<file path="config.mk">
export PLATFORM = sky130hd
export DESIGN_NAME = tcp_payload_extractor
export DESIGN_NICKNAME = d
export VERILOG_FILES = /design/src/design/tpe_pkg.sv /design/src/design/tcp_payload_extractor.sv
export SDC_FILE = /design/constraint.sdc
export NUM_CORES = 1
export LEC_CHECK = 0
export ABC_AREA = 1
export BUFFER_PORTS_ARGS = -buffer_cell sky130_fd_sc_hd__buf_2
export CAP_MARGIN = 20
export CELL_PAD_IN_SITES_DETAIL_PLACEMENT = 1
export CELL_PAD_IN_SITES_GLOBAL_PLACEMENT = 2
export CORE_MARGIN = 3
export CORE_UTILIZATION = 39
export DETAILED_ROUTE_END_ITERATION = 6
export PLACE_DENSITY_LB_ADDON = 0.15
export SLEW_MARGIN = 25
export SYNTH_ARGS = -nofsm -noshare
export SYNTH_HDL_FRONTEND = slang
export SYNTH_SLANG_ARGS = --single-unit
export TNS_END_PERCENT = 5
</file>
<file path="constraint.sdc">
create_clock -name clk_i -period 10.3 [get_ports clk_i]
set_input_delay 2.575 -clock clk_i [delete_from_list [all_inputs] [get_ports clk_i]]
set_output_delay 2.575 -clock clk_i [all_outputs]
set_load 0.05 [all_outputs]
</file>
<file path="src/design/tpe_pkg.sv">
// Shared constants and types for the TCP payload extractor.
package tpe_pkg;

  localparam int unsigned MAX_FRAME_BYTES = 2048;

  // Frame byte positions and header limits.
  localparam int unsigned ETH_HDR_BYTES   = 14;
  localparam int unsigned IP_LEN_HI_POS   = 16;
  localparam int unsigned IP_LEN_LO_POS   = 17;
  localparam int unsigned IP_PROTO_POS    = 23;
  localparam int unsigned TCP_OFF_BASE    = ETH_HDR_BYTES + 12;
  localparam logic [3:0]  MIN_HDR_WORDS   = 4'd5;
  localparam logic [7:0]  PROTO_TCP       = 8'd6;

  typedef enum logic [2:0] {
    ST_OK           = 3'd0,
    ST_BAD_IP_HLEN  = 3'd1,
    ST_NOT_TCP      = 3'd2,
    ST_BAD_TCP_HLEN = 3'd3,
    ST_NO_PAYLOAD   = 3'd4,
    ST_TRUNCATED    = 3'd5
  } status_e;

  typedef struct packed {
    logic [15:0] payload_length;
    status_e     frame_status;
    logic        frame_done;
    logic        payload_last;
    logic        payload_valid;
    logic [7:0]  payload_byte;
  } result_t;

endpackage

</file>
<file path="src/design/tcp_payload_extractor.sv">
// Result words go to the output register, or to the skid register while that one is stalled.
// One frame word per cycle while skid is empty; the header parse is one compare/subtract stage.
// A two-entry output buffer (result register plus skid register) keeps s_axis_tready registered.
// Reset (rst_ni low, asynchronous) clears the parse state and empties both output registers.
// The parse state also returns to its reset value after every word marked with tlast.
module tcp_payload_extractor
  import tpe_pkg::*;
#(
  parameter int unsigned MaxFrameBytes = MAX_FRAME_BYTES
) (
  input  logic        clk_i,
  input  logic        rst_ni,
  input  logic        s_axis_tvalid,
  output logic        s_axis_tready,
  input  logic [7:0]  s_axis_tdata,   // [7:0] frame_byte
  input  logic        s_axis_tlast,   // frame_end
  output logic        m_axis_tvalid,
  input  logic        m_axis_tready,
  output logic [31:0] m_axis_tdata,   // [7:0] payload_byte, [10:8] frame_status,
                                      // [26:11] payload_length, [31:27] zero
  output logic [1:0]  m_axis_tuser,   // [0] payload_valid, [1] frame_done
  output logic        m_axis_tlast    // payload_last
);

  localparam int unsigned PosW = $clog2(MaxFrameBytes + 1);
  localparam int unsigned CmpW = (PosW > 8) ? PosW : 8;

  logic [PosW-1:0] pos_q, pos_d;
  logic [3:0]      ihw_q, ihw_d;
  logic [15:0]     tl_q, tl_d;
  logic [3:0]      thw_q, thw_d;
  logic [15:0]     rem_q, rem_d;
  status_e         verdict_q, verdict_d;

  logic            in_fire;
  logic            active;
  logic [CmpW-1:0] pos_c;
  logic [CmpW-1:0] tcp_off;
  logic [CmpW-1:0] hdr_end;
  logic            off_hit;
  logic [3:0]      thw_sel;
  logic [16:0]     sz;
  logic            sz_pos;
  logic            res_valid;
  result_t         res;

  logic            out_valid_q, skid_valid_q;
  result_t         out_q, skid_q;
  logic            out_fire;

  assign in_fire = s_axis_tvalid & s_axis_tready;
  assign active  = (pos_q < PosW'(MaxFrameBytes)) && (verdict_q == ST_OK);
  assign pos_c   = CmpW'(pos_q);
  assign tcp_off = CmpW'(TCP_OFF_BASE) + CmpW'({ihw_q, 2'b00});
  assign hdr_end = CmpW'(ETH_HDR_BYTES) + CmpW'({5'(ihw_q) + 5'(thw_q), 2'b00});

  // The data offset position only matches once the IP header length is known.
  assign off_hit = active && (pos_c != CmpW'(ETH_HDR_BYTES)) && (pos_c != CmpW'(IP_LEN_HI_POS))
                   && (pos_c != CmpW'(IP_LEN_LO_POS)) && (pos_c != CmpW'(IP_PROTO_POS))
                   && (pos_c > CmpW'(ETH_HDR_BYTES)) && (pos_c == tcp_off);
  assign thw_sel = off_hit ? s_axis_tdata[7:4] : thw_q;
  assign sz      = {1'b0, tl_q} - 17'({5'(ihw_q) + 5'(thw_sel), 2'b00});
  assign sz_pos  = !sz[16] && (sz[15:0] != 16'd0);

  always_comb begin
    pos_d     = pos_q;
    ihw_d     = ihw_q;
    tl_d      = tl_q;
    thw_d     = thw_q;
    rem_d     = rem_q;
    verdict_d = verdict_q;
    res       = '0;
    if (active) begin
      if (pos_c == CmpW'(ETH_HDR_BYTES)) begin
        ihw_d = s_axis_tdata[3:0];
        if (s_axis_tdata[3:0] < MIN_HDR_WORDS) verdict_d = ST_BAD_IP_HLEN;
      end else if (pos_c == CmpW'(IP_LEN_HI_POS)) begin
        tl_d = {s_axis_tdata, tl_q[7:0]};
      end else if (pos_c == CmpW'(IP_LEN_LO_POS)) begin
        tl_d = {tl_q[15:8], s_axis_tdata};
      end else if (pos_c == CmpW'(IP_PROTO_POS)) begin
        if (s_axis_tdata != PROTO_TCP) verdict_d = ST_NOT_TCP;
      end else if (off_hit) begin
        thw_d = s_axis_tdata[7:4];
        if (s_axis_tdata[7:4] < MIN_HDR_WORDS) begin
          verdict_d = ST_BAD_TCP_HLEN;
        end else if (sz_pos) begin
          rem_d = sz[15:0];
        end else begin
          verdict_d = ST_NO_PAYLOAD;
        end
      end else if ((rem_q != 16'd0) && (pos_c >= hdr_end)) begin
        res.payload_valid = 1'b1;
        res.payload_byte  = s_axis_tdata;
        res.payload_last  = (rem_q == 16'd1) || s_axis_tlast;
        rem_d             = rem_q - 16'd1;
      end
    end
    if (pos_q < PosW'(MaxFrameBytes)) pos_d = pos_q + PosW'(1);

    if (s_axis_tlast) begin
      res.frame_done = 1'b1;
      if (verdict_d != ST_OK) begin
        res.frame_status = verdict_d;
      end else if ((thw_d == 4'd0) || (rem_d != 16'd0)) begin
        res.frame_status = ST_TRUNCATED;
      end
      if ((thw_d >= MIN_HDR_WORDS) && sz_pos) res.payload_length = sz[15:0];
      pos_d     = '0;
      ihw_d     = '0;
      tl_d      = '0;
      thw_d     = '0;
      rem_d     = '0;
      verdict_d = ST_OK;
    end
  end

  assign res_valid = res.payload_valid | res.frame_done;

  always_ff @(posedge clk_i or negedge rst_ni) begin
    if (!rst_ni) begin
      pos_q     <= '0;
      ihw_q     <= '0;
      tl_q      <= '0;
      thw_q     <= '0;
      rem_q     <= '0;
      verdict_q <= ST_OK;
    end else if (in_fire) begin
      pos_q     <= pos_d;
      ihw_q     <= ihw_d;
      tl_q      <= tl_d;
      thw_q     <= thw_d;
      rem_q     <= rem_d;
      verdict_q <= verdict_d;
    end
  end

  // Output word register with a skid register behind it.
  assign out_fire      = out_valid_q & m_axis_tready;
  assign s_axis_tready = ~skid_valid_q;

  always_ff @(posedge clk_i or negedge rst_ni) begin
    if (!rst_ni) begin
      out_valid_q  <= 1'b0;
      skid_valid_q <= 1'b0;
    end else if (skid_valid_q) begin
      if (out_fire) skid_valid_q <= 1'b0;
    end else if (in_fire && res_valid) begin
      if (!out_valid_q || out_fire) begin
        out_valid_q <= 1'b1;
      end else begin
        skid_valid_q <= 1'b1;
      end
    end else if (out_fire) begin
      out_valid_q <= 1'b0;
    end
  end

  always_ff @(posedge clk_i) begin
    if (skid_valid_q) begin
      if (out_fire) out_q <= skid_q;
    end else if (in_fire && res_valid) begin
      if (!out_valid_q || out_fire) begin
        out_q <= res;
      end else begin
        skid_q <= res;
      end
    end
  end

  assign m_axis_tvalid = out_valid_q;
  assign m_axis_tdata  = {5'd0, out_q.payload_length, out_q.frame_status, out_q.payload_byte};
  assign m_axis_tuser  = {out_q.frame_done, out_q.payload_valid};
  assign m_axis_tlast  = out_q.payload_last;

  a_skid_behind_out: assert property (@(posedge clk_i) disable iff (!rst_ni)
    skid_valid_q |-> out_valid_q)
    else $error("skid register holds a word while the output register is empty");

  a_clear_after_end: assert property (@(posedge clk_i) disable iff (!rst_ni)
    (in_fire && s_axis_tlast) |=> (pos_q == '0) && (rem_q == 16'd0) && (verdict_q == ST_OK))
    else $error("parse state not cleared after the last frame word");

  a_rem_only_ok: assert property (@(posedge clk_i) disable iff (!rst_ni)
    (rem_q != 16'd0) |-> (verdict_q == ST_OK) && (thw_q >= MIN_HDR_WORDS))
    else $error("payload countdown running on a rejected frame");

endmodule

</file>
==> key figures <==
Run status
  • Outcome: complete, no violations

Route
  • Routed WL: 24000 um
  • WL/cell: 18.4 um
  • Drt first pass iters: 5
  • Routed Antenna Nets: 0
  • Detailed Route Iter0 Violations: 378
  • Vias/cell: 5.16
  • DRC: 0
  • Total number of vias: 6746

Setup path
  • Slowest library cell on the worst path: dfrtp_1
  • Worst Reg2Reg Path Length in Cells: 41
  • Flop2flop setup slack: 3.66 ns
  • Reg2reg end: m_axis_tdata[10]
  • CP endpoint: m_axis_tdata[10]
  • Critical Path Fanout Max: 20
  • Element type at the critical path start: flip-flop
  • Worst setup EP type: flip-flop
  • Arrival time worst endpoint: 6.82 ns
  • CP most frequent cell: nand2_1
  • CP startpoint: ihw_q[1]
  • Reg-to-Reg Start: ihw_q[1]
  • Slowest stage delay, CP: 0.58 ns
  • Required time worst endpoint: 10.48 ns
  • Critical path class: reg -> reg

Power and ir drop
  • P_leak: 4.01 nW
  • Maximum VDD drop: 0.122 mV
  • PwrDens: 130 nW/um2
  • Power, Total: 1.12 mW

Place
  • Placed Area: 8030 um2
  • DP Cell Count: 1275
  • Buffers on Ports: 44
  • Pre-CTS setup slack: 3.37 ns
  • Post-DP HPWL: 18200 um
  • RePlAce Congestion: 0.866

Cells and area
  • Filler cells: 2378
  • Fraction of layout cells with a size suffix above 1: 12.5%
  • Non-Filler Instances: 1307
  • Design area: 8630 um2
  • Antenna cells: 0
  • Commonest cells after routing, fill and taps aside: 288 x nand2_1, 115 x inv_1, 93 x nor2_1, 68 x nand3_1, 60 x edfxtp_1
  • Nets: 1078
  • Util after Layout: 45.7%
  • Area Overhead vs Synth: 13.7%
  • Commonest non-fill, non-tap cell in the layout: nand2_1

Yosys
  • Biggest area consumer among synthesized cells: edfxtp_1
  • Syn_area_per_cell: 7.66 um2
  • Synth top area cells: edfxtp_1 24%, dfrtp_1 19%, nand2_1 14%, inv_1 5.7%, nor2_1 4.7%
  • Sequential-to-total area share from yosys stat: 42.5%
  • Yosys top cell area share: 23.7%
  • Post-Syn Instances: 991
  • Synth Register Bits: 117
  • Post-Syn Area: 7590 um2
  • Post-synth cell types: 51
  • Synthesis warning total: 0

Clocking
  • CTS Sinks: 117
  • Max clock buf depth: 2
  • CTS Buf Count: 17
  • Clock latency on the worst-skew pair: 0.42 ns
  • Clock edge transition at the registers on the reported setup and hold paths: 0.06 ns
  • Hold-fix buffers, CTS: 0
  • Post_cts resized: 0
  • CTS H-tree lvls: 4
  • CTS tree: done
  • Post CTS Setup Buffer Count: 0
  • Clk root buf: clkbuf_16

Global routing
  • Global route total overflow: 0
  • Pin count of the biggest net entering global routing: 58
  • GRT Util Overall: 23.4%
  • First-pass GRT wire length: 39200 um
  • Initial antenna violation count: 0
  • Vias in the first global route: 7100

Timing
  • Slew @ Worst Pin: 0.915 ns
  • Slew HR: 39.0%
  • Setup TNS: 0 ns
  • Max-slew violation count: 0
  • Hold slack: 0.524 ns
  • Final period util: 64.4%
  • Worst Skew: 0.0118 ns
  • Final hold vios: 0
  • Minimum clock period: 6.64 ns
  • Fin worst setup slack: 3.66 ns
  • Maximum clock frequency: 151 MHz
  • Unrepaired setup endpoints after global routing: no
  • Setup Viol. Count Final: 0

Floorplanning
  • Die height: 146 um
  • Initial Util: 40.2%
  • Die X: 146 um
  • Die footprint: 21200 um2
  • Num rows: 50
  • I/O pins: 50
  • Area of the core: 18900 um2

Run
  • Max-Cap Viols: 0

Hold path
  • HP Class: reg -> reg
==> area by class of cell <==
cell class	instances	area (um2)	area share (%)
multi-input cells	717	3720	43.2
flip-flops and latches	117	3230	37.4
inverters	131	492	5.70
clock buffers	18	429	4.97
well taps	260	325	3.77
repair buffers	50	265	3.07
clock inverters	14	165	1.91
==> critical path: cells and delay by family (launching register included) <==
family,cells,cell delay [ns]
AOI/OAI and AO/OA,3,0.47
adders and majority gates,4,1.25
and+or+nand+nor,27,3.07
buffers and inverters,7,0.97
DFF,1,0.58
==> worst min path at each step <==
stage	slack, ns	to	start	cells after the start
floorplan	0.47	tl_q[14]	tl_q[14]	2
global placement	0.50	m_axis_tdata[20]	skid_q[23]	2
detailed placement	0.51	m_axis_tdata[20]	skid_q[23]	2
CTS	0.53	m_axis_tdata[11]	skid_q[14]	2
global route	0.54	m_axis_tdata[11]	skid_q[14]	2
finish	0.52	m_axis_tdata[20]	skid_q[23]	2
==> cell families (layout without fill, tap and decap cells) <==
| kind of cell | Yosys count | count (layout) | share of synthesized area (%) |
|---|---|---|---|
| fa+ha+maj | 31 | 31 | 5.41 |
| buf+inv | 161 | 213 | 8.74 |
| compound gates | 136 | 136 | 10.1 |
| other cells | 1 | 5 | 0.0494 |
| simple gates | 530 | 530 | 31.5 |
| xor+xnor | 15 | 15 | 1.73 |
| flops | 117 | 117 | 42.5 |
==> power breakdown <==
| group | total (mW) | internal [mW] | leakage, nW | switching (mW) |
|---|---|---|---|---|
| Clock | 0.608 | 0.363 | 0.285 | 0.244 |
| Combinational | 0.0251 | 0.00392 | 2.59 | 0.0212 |
| Sequential | 0.489 | 0.489 | 1.13 | 0 |
==> cell usage after synthesis, drive strengths merged <==
library cell  number
o22ai             10
nand3             71
nand4             25
nor3b              1
clkinv             2
and3               1
nor4               5
buf               18
a31oi              5
o211ai             1
a41oi              2
nor3              19
fa                 3
nand3b             3
o2111ai            1
conb               1
xor2              12
clkbuf            12
xnor2              3
o31ai              5
a21oi             47
ha                28
a211oi             1
nand2            297
o21bai             2
o21a               2
dfrtp             57
inv              129
nor2             107
or2                1
o21ai             60
edfxtp            60
==> registers in the layout, summed over array words and instances (netlist names), 2 cells and up <==
signal        cells
ihw_q             4
m_axis_tdata     27
m_axis_tuser      2
pos_c            12
rem_q            16
skid_q           30
thw_q             4
tl_q             16
verdict_q         3
==> layer usage <==
layer	track usage, %	vias up	wire (um)
met3	3.27	22	680
met5	0	-	0
met4	6.03	0	447
li1	-	3353	-
met1	31.7	3259	11400
met2	39.6	112	11500
(Power assumes the default switching activity.)
